--- src/hdl/pwhs_pkg.sv ---
// shared types and constants of the pose weighted history smoother
// no dependencies
package pwhs_pkg;

    // axes of one pose, rotation first
    localparam int NUM_AXES  = 6;
    localparam int AX_ROT_X  = 0;
    localparam int AX_ROT_Y  = 1;
    localparam int AX_ROT_Z  = 2;
    localparam int AX_TRN_X  = 3;
    localparam int AX_TRN_Y  = 4;
    localparam int AX_TRN_Z  = 5;

    // weight taps, newest entry uses the last tap
    localparam int NUM_TAPS  = 5;
    localparam int TAP_W     = 17;
    localparam int LIMIT_W   = 16;
    localparam int FRAC_BITS = 16;
    localparam int CFG_IDX_W = 3;

    typedef logic [TAP_W-1:0] t_weight;

    localparam t_weight TAP_RESET [NUM_TAPS] = '{
        17'd3277, 17'd3277, 17'd6554, 17'd19661, 17'd32768
    };
    localparam logic [LIMIT_W-1:0] LIMIT_RESET = 16'd2621;

    // configuration register map
    typedef enum logic [CFG_IDX_W-1:0] {
        REG_TAP0  = 3'd0,
        REG_TAP1  = 3'd1,
        REG_TAP2  = 3'd2,
        REG_TAP3  = 3'd3,
        REG_TAP4  = 3'd4,
        REG_LIMIT = 3'd5
    } t_cfg_idx;

    // pipeline control shared by all lanes
    typedef struct packed {
        logic accept;
        logic single;
        logic fill;
        logic load2;
        logic load3;
        logic load4;
        logic load5;
    } t_lane_ctl;

    // last stage to output register
    typedef struct packed {
        logic load;
        logic single;
    } t_merge_ctl;

    // output register status back to the pipeline
    typedef struct packed {
        logic free;
        logic outlier;
    } t_merge_stat;

endpackage

--- src/hdl/pwhs_merge.sv ---
// merge stage: combines the six lane verdicts, picks average or raw pose
// and holds the output word; depends on pwhs_pkg
module pwhs_merge
    import pwhs_pkg::*;
#(
    parameter int VALUE_WIDTH = 32
) (
    input  logic                          i_clk,
    input  logic                          i_rst_n,
    input  t_merge_ctl                    i_ctl,
    input  logic [NUM_AXES-1:0]           i_ok,
    input  logic signed [VALUE_WIDTH-1:0] i_avg   [NUM_AXES],
    input  logic signed [VALUE_WIDTH-1:0] i_value [NUM_AXES],
    input  logic                          i_stall,
    output t_merge_stat                   o_stat,
    output logic                          o_valid,
    output logic signed [VALUE_WIDTH-1:0] o_pose  [NUM_AXES],
    output logic                          o_smoothed,
    output logic                          o_history_cleared
);

    logic                          r_valid;
    logic signed [VALUE_WIDTH-1:0] r_pose [NUM_AXES];
    logic                          r_smoothed, r_cleared;
    logic                          n_all_ok, n_smoothed, n_cleared, n_free;

    // all six axes must pass for the average to be used
    always_comb begin
        n_all_ok   = &i_ok;
        n_smoothed = i_ctl.single & n_all_ok;
        n_cleared  = i_ctl.single & ~n_all_ok;
        n_free     = !r_valid || !i_stall;
    end

    // output word valid flag
    always_ff @(posedge i_clk) begin
        if (!i_rst_n) begin
            r_valid <= 1'b0;
        end else if (n_free) begin
            r_valid <= i_ctl.load;
        end
    end

    // output word payload
    always_ff @(posedge i_clk) begin
        if (i_ctl.load && n_free) begin
            for (int a = 0; a < NUM_AXES; a++) begin
                r_pose[a] <= n_smoothed ? i_avg[a] : i_value[a];
            end
            r_smoothed <= n_smoothed;
            r_cleared  <= n_cleared;
        end
    end

    assign o_stat.free       = n_free;
    assign o_stat.outlier    = ~n_all_ok;
    assign o_valid           = r_valid;
    assign o_pose            = r_pose;
    assign o_smoothed        = r_smoothed;
    assign o_history_cleared = r_cleared;

endmodule

--- config.mk ---
export PLATFORM = sky130hd
export DESIGN_NAME = pwhs_merge
export DESIGN_NICKNAME = d
export VERILOG_FILES = /design/src/hdl/pwhs_pkg.sv /design/src/hdl/pwhs_merge.sv
export SDC_FILE = /design/constraint.sdc
export NUM_CORES = 1
export LEC_CHECK = 0
export BUFFER_PORTS_ARGS = -buffer_cell sky130_fd_sc_hd__buf_4
export CELL_PAD_IN_SITES_DETAIL_PLACEMENT = 1
export CELL_PAD_IN_SITES_GLOBAL_PLACEMENT = 1
export CORE_AREA = 2 2 229 231
export CTS_CLUSTER_SIZE = 14
export DETAILED_ROUTE_END_ITERATION = 16
export DIE_AREA = 0 0 231 233
export PLACE_DENSITY = 0.54
export SLEW_MARGIN = 5
export SYNTH_ARGS = -nofsm -noshare
export SYNTH_HDL_FRONTEND = slang
export SYNTH_SLANG_ARGS = --single-unit
--- constraint.sdc ---
create_clock -name i_clk -period 6.4 [get_ports i_clk]
set_input_delay 1.28 -clock i_clk [delete_from_list [all_inputs] [get_ports i_clk]]
set_output_delay 1.28 -clock i_clk [all_outputs]
set_load 0.005 [all_outputs]
==> flow_summary.ini, run 1 <==
[run_status]
status = completed

[clock_tree]
insertion_delay_ns = 0.48
cts_buffers = 17
ctsHoldBuffers = 0
root_buffer = clkbuf_16
cts_resized = 0
path_clk_slew_ns = 0.07
clkSinkCount = 195
cts_tree = done
cts_htree_levels = 4
max-clock-path-buffers = 2
post_cts_buffers = 0

[final_layout]
nFillCells = 5630
fin_area_um2 = 14700
syn_to_final_growth_pct = 64.3
layout.nets = 1406
regArea_um2 = 5850
n_antenna_cell = 0
final_layout_size_suffix_gt1_frac = 0.800
multi_input_area_um2 = 2860
utilization = 0.287

[die]
initial_core_util = 0.175
die_area_um2 = 53800
rows = 83
core_area_um2 = 51100
die_w_um = 231
die_h_um = 233
io_pins = 592

[placed_design]
place_area_um2 = 14100
gp_congestion = 0.749
dp.final_hpwl_um = 24800
port_buffers = 591

[worst_hold_path]
worstHoldPathCells = 2
hp-class = reg2reg

[logic_synthesis]
syn_inst = 419
yosys.cell_types.count = 16
ys_seq_area_frac = 0.654
avgSynthCellArea_um2 = 21.3
synth_seq_cells = 195
yosysWarnings = 0
synth_nets = 814
syn_area_um2 = 8930

[setup_path]
r2r_cells = 3
crit_type = in2out
start_kind = input port
crit_fanout = 3
cp-end-kind = output port
required_ns = 5.12
arrival_ns = 1.87

[power]
ir_drop_uv = 163
power_density_nw_per_um2 = 215
leakagePower_uw = 0.00682

[route]
vias_per_cell = 3.62
vias = 6167
wl_per_cell_um = 18.4
firstDrtPassIters = 4
drt_iter0_drc = 202
ant_nets = 0
drc = 0
drt-total-wl_um = 31300

[timing]
finalHoldViolCount = 0
finalCritPeriodShare = 0.493
relSlewSlack = 0.397
setup_viol = 0
clock_skew_ns = 0.0118
worst_slew_pin_slew_ns = 0.905
tns_ns = 0
rsz0062_at_grt = false
maxSlewViolCount = 0
hold_ws_ns = 0.603
clock.fmax_mhz = 317
period_needed_ns = 3.15

[grt]
grt_overflow_total = 0
grt_use_total = 0.113
grt_pass1_vias = 6674
grt_max_degree = 105
antenna_found_initial = 0
grt_pass1_wl_um = 43500

[flow_run]
drv_cap = 0
-- final cells by class --
type,instances,share of cell area
clock inverter,13,0.0124
tap,680,0.0580
sequential,195,0.398
timing repair buffer,595,0.307
inverter,2,0.000511
multi-input combinational,200,0.195
clock buffer,18,0.0292
-- cell usage in the layout, fill, tap and decap left out, types with 2 or more instances in the layout --
cell type / instances
buf_12: 3
buf_4: 592
bufinv_16: 4
clkbuf_16: 17
clkinv_2: 3
clkinv_4: 3
edfxtp_1: 194
inv_1: 2
inv_6: 2
mux2_2: 23
mux2_4: 169
-- sequential cells by signal, indices dropped and copies added, names as in the netlist --
register / flops
o_history_cleared: 1
o_pose: 192
o_smoothed: 1
o_valid: 1
-- cells in the mapped netlist --
master / number / area (um^2)
dfxtp_1: 1 / 20.0
a21oi_1: 1 / 5.00
and4_1: 1 / 8.76
edfxtp_1: 194 / 5830
buf_2: 2 / 10.0
a31oi_1: 1 / 6.26
mux2_2: 23 / 259
buf_4: 1 / 7.51
nand4_2: 1 / 12.5
nor2b_1: 1 / 6.26
inv_1: 2 / 7.51
and2_1: 1 / 6.26
nand3_1: 1 / 5.00
mux2_4: 169 / 2540
buf_6: 19 / 214
nand2_1: 1 / 3.75
-- per-layer routing --
| layer | global-route usage | vias to the layer above | share of wire | wire length (um) |
|---|---|---|---|---|
| met5 | 0 | - | 0 | 0 |
| met4 | 0.0401 | 0 | 0.015 | 480 |
| met3 | 0.0668 | 25 | 0.13 | 4060 |
| met2 | 0.195 | 360 | 0.51 | 16000 |
| met1 | 0.112 | 2951 | 0.34 | 10700 |
| li1 | - | 2831 | - | - |
-- stage by stage --
step                      cells  worst slack, ns  total power [uW]
after global placement     1672             3.26              2010
after CTS                  1703             3.25              3220
after global routing       1703             3.21              3300
final                      1703             3.25              3150
after floorplan             419           0.0672              1690
after detailed placement   1672             3.25              2020
-- where the power goes --
group          leakage (uW)  internal, uW  switching [uW]
clock              0.000302           652             517
sequential          0.00189          1500            22.4
combinational       0.00464           317             146
total               0.00682          2470             685
-- critical path, cell delays in order --
cell and delay (ns):
buf_4 0.08, and4_1 0.28, nand3_1 0.10, buf_4 0.14
-- worst paths after layout --
| kind | start | to | slack, ns |
|---|---|---|---|
| worst max-delay path | i_ok[0] | o_stat[0] | 3.25 |
| worst min register to register | o_valid | o_valid | 0.60 |
| worst min-delay path | o_valid | o_valid | 0.60 |
| worst max register to register | o_valid | o_pose[165] | 4.35 |
-- cells by family (layout without fill, tap and decap cells) --
logic type,count (synthesis),count (layout),share of synthesized area
buf+inv,24,628,0.0267
compound gates,2,2,0.00126
flops,195,195,0.654
mux,192,192,0.313
simple gates,6,6,0.00476
(Power assumes the default switching activity.)
==> run 2: changes to the inputs <==
Clock period 6.4 ns to 2.7 ns, I/O delays scaled along.
==> run 2 against run 1 <==
Sequential power is 140% higher. Die area stayed put. Clock power is 110% higher. Worst hold slack worse by 0.32 ns. Sequential share of layout area is 0.46 points lower. Register-to-register slack worse by 3.2 ns. Clock skew is 0.0050 ns lower. Combinational power is 140% higher. Count of clock-buffer cells in the layout is 1 higher. Via count is 1.6% higher. Total power is 130% higher. Critical path type unchanged. Largest cell class unchanged.
==> flow_summary.ini, run 2 (synthesized netlist as in run 1, its figures left out) <==
[die]
die_w_um = 231
die_area_um2 = 53800
initial_core_util = 0.175
io_pins = 592
rows = 83
die_h_um = 233
core_area_um2 = 51100

[clock_tree]
ctsHoldBuffers = 0
cts_buffers = 17
max-clock-path-buffers = 2
insertion_delay_ns = 0.47
path_clk_slew_ns = 0.07
clkSinkCount = 195
cts_htree_levels = 4
cts_resized = 0
post_cts_buffers = 0
root_buffer = clkbuf_16
cts_tree = done

[placed_design]
gp_congestion = 0.753
dp.final_hpwl_um = 26300
port_buffers = 591
dp.cells = 1693

[setup_path]
cp-end-kind = output port
ff2ff_setup_slack_ns = 1.12
crit_type = in2out
r2r-start = o_valid
r2r_cells = 3
critPathMostFrequentCell = buf_4
required_ns = 2.16
start_kind = input port
path_buf_inv = 2
cp_top_family = simple AND/OR/NAND/NOR gates
arrival_ns = 1.14
cpPeakStageDelay_ns = 0.27
reg2reg_to = o_pose[88]
cp_slowest_cell = and4_1
crit_fanout = 3
path_cells = buf_4 -> and4_1 -> nand3_1 -> buf_4

[power]
ir_drop_uv = 429
total_power_uw = 7150
power_density_nw_per_um2 = 482
leakagePower_uw = 0.00691

[final_layout]
mostFrequentLayoutCell = buf_4
fin_cells = 1725
nFillCells = 5632
syn_to_final_growth_pct = 66.3
layout.nets = 1427
final_layout_size_suffix_gt1_frac = 0.798
regArea_um2 = 5850
largest_reg_flops = 192
final_cell_mix = buf_4 (605), edfxtp_1 (194), mux2_4 (169), mux2_2 (23), clkbuf_16 (17)
n_antenna_cell = 0
multi_input_area_um2 = 2860

[grt]
grt_pass1_vias = 6840
grt_max_degree = 82
grt_pass1_wl_um = 44700
grt_use_total = 0.117
grt_overflow_total = 0
antenna_found_initial = 0

[timing]
maxSlewViolCount = 0
worst_slew_pin_slew_ns = 0.535
setup_viol = 0
finalHoldViolCount = 0
clock.fmax_mhz = 595
finalCritPeriodShare = 0.622
tns_ns = 0
relSlewSlack = 0.643
rsz0062_at_grt = false
clock_skew_ns = 0.00688
period_needed_ns = 1.68

[route]
drt-total-wl_um = 32400
drc = 0
drt_iter0_drc = 168
wl_per_cell_um = 18.8
firstDrtPassIters = 4
vias = 6263
vias_per_cell = 3.63
ant_nets = 0

[run_status]
status = completed

[worst_hold_path]
hold_end = o_valid
hp-class = in2reg
worstHoldPathCells = 2
min_from = i_rst_n

[flow_run]
drv_cap = 0
-- run 2: how the worst max path moves through the flow --
stage | from | endpoint | slack (ns) | cells past startpoint
after floorplan | i_stall | o_history_cleared | 0.27 | 2
after global placement | i_ok[0] | o_pose[172] | 0.52 | 6
after detailed placement | i_ok[0] | o_pose[172] | 0.50 | 6
after CTS | o_pose[188] | o_pose[188] | 0.91 | 1
after global routing | o_pose[188] | o_pose[188] | 0.92 | 1
final | i_ok[0] | o_stat[0] | 1.02 | 4
-- run 2: through the flow --
stage          cell area (um^2)   util  worst slack (ns)  hold slack (ns)
6_report                  14900  0.291              1.02            0.285
5_1_grt                   14900  0.291             0.921            0.243
4_1_cts                   14900  0.291             0.908            0.222
3_5_place_dp              14300  0.280             0.501            0.546
3_3_place_gp              14300  0.280             0.520            0.520
2_1_floorplan              8940      -             0.275            0.518
-- run 2: metal layers --
metal  up-vias  GRT usage  part of all wire
met3        31     0.0600              0.12
met4         0     0.0494             0.020
met5         -          0                 0
met1      2990      0.119              0.35
li1       2875          -                 -
met2       367      0.201              0.51
-- run 2: report_power, final --
part / total, uW / internal, uW / switching, uW / leakage, uW
sequential: 3600 / 3550 / 56.8 / 0.00189
clock: 2430 / 1250 / 1180 / 0.000248
combinational: 1130 / 773 / 353 / 0.00477
total: 7150 / 5570 / 1590 / 0.00691
-- run 2: cell type report --
cell class                      count  area share
Inverter                            2    0.000505
Sequential cell                   195       0.394
Tap cell                          680      0.0573
Multi-Input combinational cell    200       0.193
Clock buffer                       19      0.0291
Timing Repair Buffer              616       0.321
Clock inverter                     13     0.00632
